$ cat src/fixed_partition_fit_allocator_defines.svh
// ----------------------------------------------------------------------------
// Fixed partition fit allocator: assertion macros
// Shared property forms for the concurrent checks in the allocator RTL.
// ----------------------------------------------------------------------------
`ifndef FIXED_PARTITION_FIT_ALLOCATOR_DEFINES_SVH
`define FIXED_PARTITION_FIT_ALLOCATOR_DEFINES_SVH

// Same-cycle implication, disabled while reset is applied.
`define FPFA_ASSERT_NOW(label, clk, rst_n, ante, cons, msg) \
	label: assert property (@(posedge clk) disable iff (!rst_n) (ante) |-> (cons)) \
		else $error(msg);

// Next-cycle implication, disabled while reset is applied.
`define FPFA_ASSERT_NEXT(label, clk, rst_n, ante, cons, msg) \
	label: assert property (@(posedge clk) disable iff (!rst_n) (ante) |=> (cons)) \
		else $error(msg);

`endif

$ cat src/fpfa_pkg.sv
`timescale 1ns / 1ps
// ----------------------------------------------------------------------------
// fpfa_pkg
// Types, codes and widths shared by the fixed partition fit allocator.
// ----------------------------------------------------------------------------
package fpfa_pkg;

	// Default sizing of the partition table.
	localparam int MAX_BLOCKS_DEF = 64;
	localparam int SIZE_BITS_DEF  = 16;

	// Fixed field widths of the stream items.
	localparam int INDEX_W  = 6;
	localparam int LSIZE_W  = 16;
	localparam int REQ_W    = 16;
	localparam int FREE_W   = 22;
	localparam int TOTAL_W  = 23;
	localparam int POLICY_W = 2;
	localparam int BCOUNT_W = 7;

	localparam int S_TDATA_W = 40;
	localparam int M_TDATA_W = 32;
	localparam int CFG_IDX_W = 1;
	localparam int CFG_DAT_W = 7;

	localparam logic [TOTAL_W-1:0] TOTAL_MAX = '1;
	localparam logic [FREE_W-1:0]  FREE_MAX  = '1;

	// Fit policies; the unused code behaves as first fit.
	localparam logic [POLICY_W-1:0] POLICY_FIRST = 2'd0;
	localparam logic [POLICY_W-1:0] POLICY_BEST  = 2'd1;
	localparam logic [POLICY_W-1:0] POLICY_WORST = 2'd2;

	// Configuration register indexes.
	localparam logic [CFG_IDX_W-1:0] REG_FIT_POLICY  = 1'd0;
	localparam logic [CFG_IDX_W-1:0] REG_BLOCK_COUNT = 1'd1;

	// Item commands.
	localparam logic CMD_LOAD  = 1'b0;
	localparam logic CMD_ALLOC = 1'b1;

	typedef struct packed {
		logic start;
		logic alloc;
		logic load_en;
	} eng_req_t;

	typedef struct packed {
		logic idle;
		logic done;
		logic granted;
	} eng_stat_t;

endpackage

$ cat src/fixed_partition_fit_allocator.sv
`timescale 1ns / 1ps
// ----------------------------------------------------------------------------
// fixed_partition_fit_allocator
// Fixed-partition allocator with first, best and worst fit over a block table.
// ----------------------------------------------------------------------------
// Each input item produces exactly one result item. A load writes the block
// size and clears the taken mark in the table memory when its index is in
// range, then the result is registered. An allocate scans blocks 0 to
// min(block_count, MAX_BLOCKS)-1 by reading one table entry per cycle from
// the single-port memory, and skips the scan when that range is empty. The
// chosen block is marked taken with one write at the end. The block accepts
// one item at a time; a finished result waits in the output register while
// the next item is accepted, and a result that is still held there when the
// next one finishes stalls the block until it leaves. Configuration is taken
// at any time and must only change while no item is in flight.
// ----------------------------------------------------------------------------
module fixed_partition_fit_allocator #(
	parameter int MAX_BLOCKS = fpfa_pkg::MAX_BLOCKS_DEF,
	parameter int SIZE_BITS  = fpfa_pkg::SIZE_BITS_DEF
) (
	input  logic                              clk,
	input  logic                              arst_n,
	input  logic                              s_axis_tvalid,
	output logic                              s_axis_tready,
	// [5:0] load_index, [21:6] load_size, [37:22] request_size, [39:38] zero
	input  logic [fpfa_pkg::S_TDATA_W-1:0]    s_axis_tdata,
	// [0] command
	input  logic [0:0]                        s_axis_tuser,
	output logic                              m_axis_tvalid,
	input  logic                              m_axis_tready,
	// [5:0] granted_block, [27:6] free_space, [31:28] zero
	output logic [fpfa_pkg::M_TDATA_W-1:0]    m_axis_tdata,
	// [0] granted
	output logic [0:0]                        m_axis_tuser,
	input  logic                              cfg_valid,
	output logic                              cfg_ready,
	input  logic [fpfa_pkg::CFG_IDX_W-1:0]    cfg_index,
	input  logic [fpfa_pkg::CFG_DAT_W-1:0]    cfg_data
);

	localparam int ADDR_W = $clog2(MAX_BLOCKS);
	localparam int CNT_W  = $clog2(MAX_BLOCKS + 1);
	localparam int SUM_W  =
		((SIZE_BITS > fpfa_pkg::TOTAL_W) ? SIZE_BITS : fpfa_pkg::TOTAL_W) + 1;

	logic [fpfa_pkg::POLICY_W-1:0] fit_policy_q;
	logic [fpfa_pkg::BCOUNT_W-1:0] block_count_q;
	logic [fpfa_pkg::TOTAL_W-1:0]  free_total_q;
	logic [fpfa_pkg::REQ_W-1:0]    req_q;

	logic                          out_valid_q;
	logic                          out_granted_q;
	logic [fpfa_pkg::INDEX_W-1:0]  out_block_q;
	logic [fpfa_pkg::FREE_W-1:0]   out_free_q;

	logic                          in_take;
	logic                          res_take;
	logic [fpfa_pkg::INDEX_W-1:0]  load_index;
	logic [fpfa_pkg::LSIZE_W-1:0]  load_size;
	logic [fpfa_pkg::REQ_W-1:0]    request_size;
	logic                          command;
	logic [31:0]                   index_ext;
	logic [31:0]                   size_ext;
	logic [31:0]                   chosen_ext;
	logic                          load_ok;
	logic [SIZE_BITS-1:0]          size_cut;
	logic [SUM_W-1:0]              load_sum;
	logic [fpfa_pkg::TOTAL_W-1:0]  total_after;
	logic [fpfa_pkg::TOTAL_W-1:0]  req_ext;
	logic [CNT_W-1:0]              scan_count;
	logic [ADDR_W-1:0]             chosen;

	fpfa_pkg::eng_req_t            eng_req;
	fpfa_pkg::eng_stat_t           eng_stat;

	assign load_index   = s_axis_tdata[5:0];
	assign load_size    = s_axis_tdata[21:6];
	assign request_size = s_axis_tdata[37:22];
	assign command      = s_axis_tuser[0];

	assign s_axis_tready = eng_stat.idle;
	assign in_take       = s_axis_tvalid && s_axis_tready;
	assign res_take      = eng_stat.done && (!out_valid_q || m_axis_tready);

	assign index_ext = 32'(load_index);
	assign size_ext  = 32'(load_size);
	assign load_ok   = index_ext < 32'(MAX_BLOCKS);
	assign size_cut  = size_ext[SIZE_BITS-1:0];
	assign load_sum  = SUM_W'(free_total_q) + SUM_W'(size_cut);

	assign scan_count = (32'(block_count_q) > 32'(MAX_BLOCKS)) ?
		CNT_W'(MAX_BLOCKS) : CNT_W'(block_count_q);

	assign eng_req.start   = in_take;
	assign eng_req.alloc   = (command == fpfa_pkg::CMD_ALLOC);
	assign eng_req.load_en = load_ok;

	fpfa_engine #(
		.MAX_BLOCKS (MAX_BLOCKS),
		.SIZE_BITS  (SIZE_BITS)
	) u_engine (
		.clk          (clk),
		.arst_n       (arst_n),
		.req          (eng_req),
		.policy       (fit_policy_q),
		.load_addr    (index_ext[ADDR_W-1:0]),
		.load_size    (size_cut),
		.request_size (req_q),
		.scan_count   (scan_count),
		.take         (res_take),
		.stat         (eng_stat),
		.chosen       (chosen)
	);

	// Free total after a grant; it floors at zero.
	assign req_ext     = fpfa_pkg::TOTAL_W'(req_q);
	assign total_after = !eng_stat.granted ? free_total_q :
		(req_ext > free_total_q) ? '0 : free_total_q - req_ext;
	assign chosen_ext  = 32'(chosen);

	assign cfg_ready = 1'b1;

	always_ff @(posedge clk or negedge arst_n) begin
		if (!arst_n) begin
			fit_policy_q  <= fpfa_pkg::POLICY_FIRST;
			block_count_q <= '0;
		end else if (cfg_valid && cfg_ready) begin
			unique case (cfg_index)
				fpfa_pkg::REG_FIT_POLICY:  fit_policy_q  <= cfg_data[1:0];
				fpfa_pkg::REG_BLOCK_COUNT: block_count_q <= cfg_data;
				default: begin
				end
			endcase
		end
	end

	always_ff @(posedge clk or negedge arst_n) begin
		if (!arst_n) begin
			free_total_q <= '0;
			out_valid_q  <= 1'b0;
		end else begin
			// A load adds at acceptance; a grant subtracts when the result enters the output register.
			if (in_take && (command == fpfa_pkg::CMD_LOAD) && load_ok) begin
				free_total_q <= (load_sum > SUM_W'(fpfa_pkg::TOTAL_MAX)) ?
					fpfa_pkg::TOTAL_MAX : load_sum[fpfa_pkg::TOTAL_W-1:0];
			end else if (res_take) begin
				free_total_q <= total_after;
			end
			if (res_take) begin
				out_valid_q <= 1'b1;
			end else if (m_axis_tready) begin
				out_valid_q <= 1'b0;
			end
		end
	end

	always_ff @(posedge clk) begin
		if (in_take) begin
			req_q <= request_size;
		end
		if (res_take) begin
			out_granted_q <= eng_stat.granted;
			out_block_q   <= eng_stat.granted ? chosen_ext[5:0] : '0;
			out_free_q    <= (total_after > fpfa_pkg::TOTAL_W'(fpfa_pkg::FREE_MAX)) ?
				fpfa_pkg::FREE_MAX : total_after[fpfa_pkg::FREE_W-1:0];
		end
	end

	assign m_axis_tvalid = out_valid_q;
	assign m_axis_tdata  = {4'b0, out_free_q, out_block_q};
	assign m_axis_tuser  = out_granted_q;

endmodule

$ cat src/fpfa_engine.sv
`timescale 1ns / 1ps
// ----------------------------------------------------------------------------
// fpfa_engine
// Partition table memory with the load write and the one-entry-per-cycle
// fit scan that picks a block and marks it taken.
// ----------------------------------------------------------------------------
`include "fixed_partition_fit_allocator_defines.svh"

module fpfa_engine #(
	parameter int MAX_BLOCKS = fpfa_pkg::MAX_BLOCKS_DEF,
	parameter int SIZE_BITS  = fpfa_pkg::SIZE_BITS_DEF,
	localparam int ADDR_W = $clog2(MAX_BLOCKS),
	localparam int CNT_W  = $clog2(MAX_BLOCKS + 1)
) (
	input  logic                            clk,
	input  logic                            arst_n,
	input  fpfa_pkg::eng_req_t              req,
	input  logic [fpfa_pkg::POLICY_W-1:0]   policy,
	input  logic [ADDR_W-1:0]               load_addr,
	input  logic [SIZE_BITS-1:0]            load_size,
	input  logic [fpfa_pkg::REQ_W-1:0]      request_size,
	input  logic [CNT_W-1:0]                scan_count,
	input  logic                            take,
	output fpfa_pkg::eng_stat_t             stat,
	output logic [ADDR_W-1:0]               chosen
);

	localparam int CMP_W = (SIZE_BITS > fpfa_pkg::REQ_W) ? SIZE_BITS : fpfa_pkg::REQ_W;

	localparam logic [1:0] ST_IDLE = 2'd0;
	localparam logic [1:0] ST_SCAN = 2'd1;
	localparam logic [1:0] ST_DONE = 2'd2;

	// Each entry holds the taken mark above the block size; the memory has no clear.
	// The user must keep never-loaded entries out of the scan; the block does not check.
	logic [SIZE_BITS:0] mem [MAX_BLOCKS];

	logic [1:0]          state_q, state_d;
	logic [CNT_W-1:0]    issue_q, issue_d;
	logic [CNT_W-1:0]    cnt_q;
	logic                rd_vld_s1;
	logic [ADDR_W-1:0]   rd_idx_s1;
	logic [SIZE_BITS:0]  mem_rd_s1;
	logic                found_q, found_d;
	logic [SIZE_BITS-1:0] best_q, best_d;
	logic [ADDR_W-1:0]   chosen_q, chosen_d;

	logic                re;
	logic [ADDR_W-1:0]   ra;
	logic                we;
	logic [ADDR_W-1:0]   wa;
	logic [SIZE_BITS:0]  wd;
	logic                fits;
	logic                better;
	logic [CMP_W-1:0]    cand_ext;
	logic [CMP_W-1:0]    req_ext;

	assign re = (state_q == ST_SCAN) && (issue_q < cnt_q);
	assign ra = issue_q[ADDR_W-1:0];

	assign cand_ext = CMP_W'(mem_rd_s1[SIZE_BITS-1:0]);
	assign req_ext  = CMP_W'(request_size);
	assign fits     = !mem_rd_s1[SIZE_BITS] && (cand_ext >= req_ext);

	always_comb begin
		case (policy)
			fpfa_pkg::POLICY_BEST:  better = mem_rd_s1[SIZE_BITS-1:0] < best_q;
			fpfa_pkg::POLICY_WORST: better = mem_rd_s1[SIZE_BITS-1:0] > best_q;
			default:                better = 1'b0;
		endcase
	end

	always_comb begin
		state_d  = state_q;
		issue_d  = issue_q;
		found_d  = found_q;
		best_d   = best_q;
		chosen_d = chosen_q;
		we       = 1'b0;
		wa       = chosen_q;
		wd       = {1'b1, best_q};
		unique case (state_q)
			ST_IDLE: begin
				if (req.start) begin
					found_d = 1'b0;
					issue_d = '0;
					if (req.alloc) begin
						state_d = (scan_count == '0) ? ST_DONE : ST_SCAN;
					end else begin
						we      = req.load_en;
						wa      = load_addr;
						wd      = {1'b0, load_size};
						state_d = ST_DONE;
					end
				end
			end
			ST_SCAN: begin
				if (re) begin
					issue_d = issue_q + 1'b1;
				end
				if (rd_vld_s1 && fits && (!found_q || better)) begin
					found_d  = 1'b1;
					best_d   = mem_rd_s1[SIZE_BITS-1:0];
					chosen_d = rd_idx_s1;
				end
				if (!re && !rd_vld_s1) begin
					state_d = ST_DONE;
				end
			end
			ST_DONE: begin
				if (take) begin
					we      = found_q;
					state_d = ST_IDLE;
				end
			end
			default: begin
				state_d = ST_IDLE;
			end
		endcase
	end

	always_ff @(posedge clk) begin
		if (we) begin
			mem[wa] <= wd;
		end
		if (re) begin
			mem_rd_s1 <= mem[ra];
		end
	end

	always_ff @(posedge clk or negedge arst_n) begin
		if (!arst_n) begin
			state_q   <= ST_IDLE;
			issue_q   <= '0;
			rd_vld_s1 <= 1'b0;
			found_q   <= 1'b0;
		end else begin
			state_q   <= state_d;
			issue_q   <= issue_d;
			rd_vld_s1 <= re;
			found_q   <= found_d;
		end
	end

	always_ff @(posedge clk) begin
		rd_idx_s1 <= ra;
		best_q    <= best_d;
		chosen_q  <= chosen_d;
		if ((state_q == ST_IDLE) && req.start) begin
			cnt_q <= scan_count;
		end
	end

	assign stat.idle    = (state_q == ST_IDLE);
	assign stat.done    = (state_q == ST_DONE);
	assign stat.granted = found_q;
	assign chosen       = chosen_q;

	`FPFA_ASSERT_NOW(a_start_when_idle, clk, arst_n, req.start, state_q == ST_IDLE,
		"start while the engine is busy")
	`FPFA_ASSERT_NOW(a_no_write_in_scan, clk, arst_n, state_q == ST_SCAN, !we,
		"table written during a scan")
	`FPFA_ASSERT_NOW(a_chosen_in_range, clk, arst_n, (state_q == ST_DONE) && found_q,
		CNT_W'(chosen_q) < cnt_q, "chosen block outside the scanned range")
	`FPFA_ASSERT_NEXT(a_take_to_idle, clk, arst_n, (state_q == ST_DONE) && take,
		state_q == ST_IDLE, "engine did not return to idle after the result was taken")

endmodule
$ cat config.mk
export PLATFORM = sky130hd
export DESIGN_NAME = fixed_partition_fit_allocator
export DESIGN_NICKNAME = d
export VERILOG_FILES = /design/src/fpfa_pkg.sv /design/src/fixed_partition_fit_allocator.sv /design/src/fpfa_engine.sv
export VERILOG_INCLUDE_DIRS = /design/src /design/src/src
export SDC_FILE = /design/constraint.sdc
export NUM_CORES = 1
export LEC_CHECK = 0
export ABC_AREA = 1
export BUFFER_PORTS_ARGS = -buffer_cell sky130_fd_sc_hd__buf_4
export CELL_PAD_IN_SITES_DETAIL_PLACEMENT = 1
export CELL_PAD_IN_SITES_GLOBAL_PLACEMENT = 2
export CORE_AREA = 2 2 347 349
export DETAILED_ROUTE_END_ITERATION = 7
export DIE_AREA = 0 0 349 351
export GPL_TIMING_DRIVEN = 0
export PLACE_DENSITY_LB_ADDON = 0.1
export SLEW_MARGIN = 20
export SYNTH_ARGS = -nofsm -noshare
export SYNTH_HDL_FRONTEND = slang
export SYNTH_SLANG_ARGS = --single-unit
$ cat constraint.sdc
create_clock -name clk -period 5.2 [get_ports clk]
set_input_delay 0.26 -clock clk [delete_from_list [all_inputs] [get_ports clk]]
set_output_delay 0.26 -clock clk [all_outputs]
set_load 0.05 [all_outputs]
==> impl_metrics.csv, run 1 <==
group,metric,value,unit
drt,routedWlPerCell,33.15,microns
finish,design_area,61920,sq um
clocking,htree_levels,4,
setup_path,crit_top_cell,"nand3_1",
setup_path,path_class,"reg2reg",
floorplan,die-area,122500,sq um
clocking,cts.sinks,1229,
drt,drtAntennaViolNets,0,
placement,place_inst,6108,
floorplan,die_x,349,microns
setup_path,cp.arrival,4740,ps
clocking,numCtsBuffers,137,
logic_synthesis,synth_edf_count,1179,
setup_path,worst_setup_path_start_kind,"register",
drt,vias,38954,
sta,fin_worst_skew,39.24,ps
finish,mostFrequentLayoutCell,"edfxtp_1",
logic_synthesis,ys_seq_area_frac,0.7046,
sta,whs,38.31,ps
placement,dpl-instance-area,57350,sq um
finish,final_cell_mix,"edfxtp_1, nor2_1, o21ai_0",
drt,vias_per_cell,6.099,
drt,drcViolationCount,0,
drt,drt_pass1_iterations,5,
run_status,outcome,"finished clean",
drt,drt_iter0_markers,5165,
logic_synthesis,yosys.cell_types.count,51,
floorplan,rows,127,
floorplan,pin_count,90,
run,maxCapViolCount,0,
logic_synthesis,ys_warn_count,0,
power,finalPower,33.50,mW
setup_path,cp_cell_sequence,"buf_4, inv_2, buf_2, clkbuf_1, o21ai_0, o221ai_1, nand3_1, nand3_1, nand2_1, nand3_1",
finish,syn_to_final_growth,19.13,%
finish,fill_cells,12212,
placement,port_buffers,82,
setup_path,crit_path_top_delay_cell,"o221ai_1",
clocking,cts_buffer_depth,3,
sta,maxSlewViolCount,0,
power,ir_worst_vdd,0.3609,mV
setup_path,crit_fanout,10,
power,cellLeakagePower,21.71,nW
global_route,grt_max_degree,46,
finish,final_cell_count_no_fill,6387,
sta,final-hold-violation-count,0,
clocking,cts_tree,"built",
setup_path,slowest_delay,860,ps
hold_path,hold_path_class,"in2async",
sta,final.setup.tns,0,ps
global_route,grt_usage,0.3452,
global_route,grt_antenna_before_repair,6,
sta,min_period,4134,ps
setup_path,end_kind,"register",
sta,tightestPinTransition,1127,ps
power,power_density,541.0,nW/um^2
global_route,grt_pass1_vias,38187,
clocking,path_clk_slew,60,ps
setup_path,critPathRequiredTime,5800,ps
logic_synthesis,ys_ff_latch,1229,
global_route,grt_first_pass_wirelength,293.8,mm
floorplan,die_h,351,microns
placement,hpwlAfterDp,153.6,mm
floorplan,start_util,0.4368,
logic_synthesis,ys.flop_type,"edfxtp_1",
sta,fmax,241.9,MHz
drt,routed_wl,211.7,mm
sta,finalCritPeriodShare,0.7950,
placement,gp_congestion,0.9339,
sta,relSlewSlack,0.2486,
clocking,clock_latency,790,ps
clocking,clockRootBuffer,"clkbuf_16",
sta,rsz0062_at_grt,"false",
finish,post_route_cells_drive_above_1_share,0.1175,
global_route,grt-ovfl-total,0,
logic_synthesis,synth_area,51980,sq um
logic_synthesis,postSynth.asyncResetShare,0.03580,
logic_synthesis,avgSynthCellArea,11.85,sq um
floorplan,core_area,119000,sq um
finish,fin_nets,4861,
sta,setup_viol,0,
logic_synthesis,synthCells,4388,
==> per-stage QoR <==
stage / worst slack (ps) / utilization
4_1_cts: 1303 / 0.5202
6_report: 1066 / 0.5203
3_3_place_gp: -5750 / 0.4583
3_5_place_dp: 1317 / 0.4818
2_1_floorplan: 995.2 / -
5_1_grt: 1188 / 0.5202
==> routing by layer <==
metal / GRT usage / up-vias / share of wire
met5: 0 / - / 0.00017
met4: 0.1648 / 6 / 0.052
met3: 0.06414 / 418 / 0.099
met2: 0.5330 / 2130 / 0.45
met1: 0.4729 / 19858 / 0.40
li1: - / 16542 / -
==> worst max-delay path, delay by kind of cell, from the launching register on <==
family	cells	cell delay [ps]
buffers and inverters	4	1350
AOI/OAI and AO/OA	2	1050
and+or+nand+nor	4	990
DFF	1	560
==> where the power goes <==
group          switching, mW  leakage, nW  internal (mW)
logic                   9.13         8.42           2.88
clock network           4.08         2.07           5.38
registers              0.264         11.2           11.8
==> final cells by class <==
type / count / area [sq um] / share of cell area
flip-flops and latches: 1229 / 36630 / 0.5914
repair buffers: 202 / 3089 / 0.04989
diodes: 4 / 10.01 / 0.0001616
inverters: 211 / 792.0 / 0.01279
well taps: 1548 / 1937 / 0.03128
clock buffers: 180 / 3717 / 0.06003
clock inverters: 62 / 520.5 / 0.008405
multi-input cells: 2696 / 14060 / 0.2271
plain buffers: 255 / 1169 / 0.01887
==> cells by family after synthesis <==
kind of cell / count (synthesis) / synth area share
other: 2 / 0.0001445
adder cells (fa/ha/maj): 75 / 0.01834
flip-flops: 1229 / 0.7046
buffers and inverters: 466 / 0.03760
XOR/XNOR: 20 / 0.003370
multiplexers: 6 / 0.001204
AND/OR/NAND/NOR: 1605 / 0.1270
AO/OA/AOI/OAI: 985 / 0.1078
==> flip-flops by register name (all words and copies together), names as in the netlist, 2 cells and up <==
name	flops
out_free_q	22
u_engine.chosen	6
u_engine.cnt_q	7
u_engine.mem	1088
free_total_q	23
out_block_q	6
u_engine.best_q	16
block_count_q	7
req_q	16
fit_policy_q	2
u_engine.mem_rd_s1	17
u_engine.rd_idx_s1	6
u_engine.issue_q	7
u_engine.state_q	2
==> timing repair <==
action,CTS,global route
gates resized for setup,0,0
buffers inserted,0,0
hold buffers,33,0
endpoints found under the hold margin,76,0
==> synth_stat cells, drive strengths merged, types with 15 or more instances <==
cell type | n | area (sq um)
o221ai | 67 | 586.8
ha | 73 | 913.4
a21oi | 94 | 474.2
nor2 | 748 | 2845
clkbuf | 169 | 634.4
edfxtp | 1179 | 35400
buf | 86 | 528.0
o21ai | 590 | 2979
nand2 | 562 | 2137
o22ai | 154 | 963.4
o211ai | 70 | 525.5
nand3 | 250 | 1309
inv | 207 | 777.0
dfrtp | 44 | 1101
nand4 | 15 | 118.9
==> worst paths after layout <==
path / from / end / slack, ps / cells past startpoint
worst max-delay path: u_engine.issue_q[1] / u_engine.mem_rd_s1[10] / 1070 / 10
worst min-delay path: arst_n / block_count_q[5] / 40 / 2
worst max register to register: u_engine.issue_q[1] / u_engine.mem_rd_s1[10] / 1070 / 10
worst min register to register: u_engine.rd_idx_s1[3] / u_engine.chosen[3] / 400 / 0
max in group asynchronous: arst_n / free_total_q[1] / 4690 / 2
min in group clk: s_axis_tdata[9] / u_engine.mem[50][3] / 50 / 3
Power figures use the tool's default switching activity.
==> run 2: changes to the inputs <==
- clock period: 5.2 -> 3.9 ns (I/O delays scaled with it)
==> run 2 against run 1 <==
  * The flow now finishes with violations (setup timing)
  * First-iteration DRC count down 2.0%
  * Die area did not move
  * Non-clock buffer count is 15 higher
  * Setup slack lost 1100 ps
  * Core utilization increased by 0.084 points
  * Final cell count grew 0.11%
  * Power is 32% higher
  * Via count rose by 0.31%
  * Flip-flop and latch count unchanged
  * Hold slack gained 9.3 ps
  * Routed wire length up 0.44%
==> impl_metrics.csv, run 2 (same netlist as run 1, synthesis figures left out) <==
group,metric,value,unit
global_route,grt_first_pass_wirelength,294.0,mm
placement,dpl-instance-area,57490,sq um
sta,fin_worst_skew,31.37,ps
setup_path,cp.arrival,4540,ps
finish,syn_to_final_growth,19.32,%
drt,met2_wirelength,94.77,mm
finish,fill_cells,12139,
finish,design_area,62020,sq um
run_status,failed_checks,"setup timing",
clocking,clock_latency,800,ps
global_route,grt_usage,0.3456,
power,internal_power,26.35,mW
clocking,cts_buffer_depth,3,
global_route,grt_max_degree,45,
global_route,grt-ovfl-total,0,
global_route,grt_pass1_vias,38724,
floorplan,rows,127,
power,power_density,715.5,nW/um^2
setup_path,end_kind,"register",
drt,drcViolationCount,0,
placement,port_buffers,82,
drt,drt_iter0_markers,5062,
drt,route.met3.wl,21.43,mm
global_route,grt_antenna_before_repair,12,
clocking,clockRootBuffer,"clkbuf_16",
floorplan,die-area,122500,sq um
placement,gp_congestion,0.9335,
floorplan,core_area,119000,sq um
clocking,cts_tree,"built",
clocking,path_clk_slew,60,ps
drt,routed.top_layer,"met5",
clocking,numCtsBuffers,137,
setup_path,worst-r2r-setup-slack,-10,ps
floorplan,pin_count,90,
run,maxCapViolCount,0,
finish,top_register,"u_engine.mem",
sta,relSlewSlack,0.1975,
power,p_comb_frac,0.365,
power,switching_power,18.03,mW
finish,final_cell_mix,"edfxtp_1, nor2_1, o21ai_0",
setup_path,path_class,"reg2reg",
finish,fin_nets,4876,
drt,routed_wl,212.7,mm
drt,vias,39075,
finish,largest_reg_flops,1088,
sta,final-hold-violation-count,0,
sta,min_period,3915,ps
finish,post_route_cells_drive_above_1_share,0.1165,
drt,met1Wirelength,84.74,mm
finish,utilization,0.5211,
setup_path,critPathRequiredTime,4520,ps
placement,hpwlAfterDp,154.9,mm
finish,top_regs,"u_engine.mem (1088), free_total_q (23), out_free_q (22)",
power,switching_share,0.4063,
sta,maxSlewViolCount,0,
setup_path,worst_setup_path_start_kind,"register",
drt,drt_pass1_iterations,6,
drt,drtAntennaViolNets,0,
sta,layout_setup_ws,-14.76,ps
sta,rsz0062_at_grt,"false",
power,ir_worst_vdd,0.4942,mV
sta,finalCritPeriodShare,1.004,
drt,vias_per_cell,6.111,
power,finalPower,44.38,mW
clocking,htree_levels,4,
floorplan,die_h,351,microns
drt,routedWlPerCell,33.26,microns
finish,mostFrequentLayoutCell,"edfxtp_1",
clocking,cts.sinks,1229,
sta,fmax,255.4,MHz
power,clkPwrFrac,0.274,
floorplan,die_x,349,microns
hold_path,hold_path_class,"in2reg",
power,cellLeakagePower,21.72,nW
run_status,outcome,"finished, violations left",
floorplan,start_util,0.4368,
sta,setup_viol,1,
sta,tightestPinTransition,1204,ps
setup_path,crit_fanout,10,
power,power_frac_seq,0.361,
-- run 2: changes by cell type in the layout (fill, tap and decap cells not counted), moves of 2 or more --
cell	before	now
buf_16	58	64
buf_12	23	25
bufinv_16	7	2
clkinv_2	18	11
clkbuf_1	203	207
inv_6	7	3
clkinvlp_4	3	7
dlygate4sd3_1	33	42
clkinv_4	2	0
buf_8	5	3
-- run 2: what timing repair did --
item                                   in CTS  in global routing
hold buffers                               43                  0
setup endpoints to repair                   2                  4
gates resized for setup                     2                  4
setup buffers                               0                  0
endpoints found under the hold margin     130                  0
-- run 2: routing by layer --
metal | track usage | vias up
li1 | - | 16527
met1 | 0.4634 | 19969
met2 | 0.5284 | 2134
met3 | 0.08418 | 439
met4 | 0.1678 | 6
met5 | 0 | -
-- run 2: power groups by stage --
stage                     clock network [mW]  registers (mW)  logic [mW]
after floorplan                            0            16.6        7.39
after global placement                     0            16.7        14.7
after detailed placement                   0            16.3        15.7
after CTS                               12.2            16.0        15.8
after global routing                    12.7            16.1        16.8
final                                   12.1            16.0        16.2
-- run 2: final timing paths --
path	startpoint	to	depth (start not counted)
min reg2reg	u_engine.rd_idx_s1[4]	u_engine.chosen[4]	0
max	u_engine.issue_q[1]	u_engine.mem_rd_s1[10]	10
min in group asynchronous	arst_n	block_count_q[3]	4
min	s_axis_tdata[7]	free_total_q[1]	6
max reg2reg	u_engine.issue_q[1]	u_engine.mem_rd_s1[10]	10
max in group asynchronous	arst_n	free_total_q[21]	4
-- run 2: final cells by class --
class,count,area [sq um],area share
inverter,211,792.0,0.01277
clock inverter,50,349.1,0.005628
tap,1548,1937,0.03123
clock buffer,184,3711,0.05983
sequential,1229,36630,0.5905
timing repair buffer,217,3354,0.05408
buffer,255,1170,0.01886
multi-input combinational,2696,14080,0.2269
antenna,4,10.01,0.0001614
-- run 2: worst max-delay path: stages (launching register included) --
cell and delay [ps]:
dfrtp_1 540, buf_4 290, inv_2 170, buf_2 470, clkbuf_1 430, o21ai_0 170
o221ai_1 760, nand3_1 480, nand3_1 190, nand2_1 70, nand3_1 170
-- run 2: per-stage QoR --
step	cells	TNS, ps	setup slack [ps]	hold WS [ps]
finish	6394	-14.76	-14.76	47.56
global route	6390	0	29.93	39.61
CTS	6390	0	34.43	0.6169
detailed placement	6113	-87.61	-55.58	251.4
global placement	6021	-5649740	-6667	253.4
floorplan	4391	-252000	-304.8	-100.6
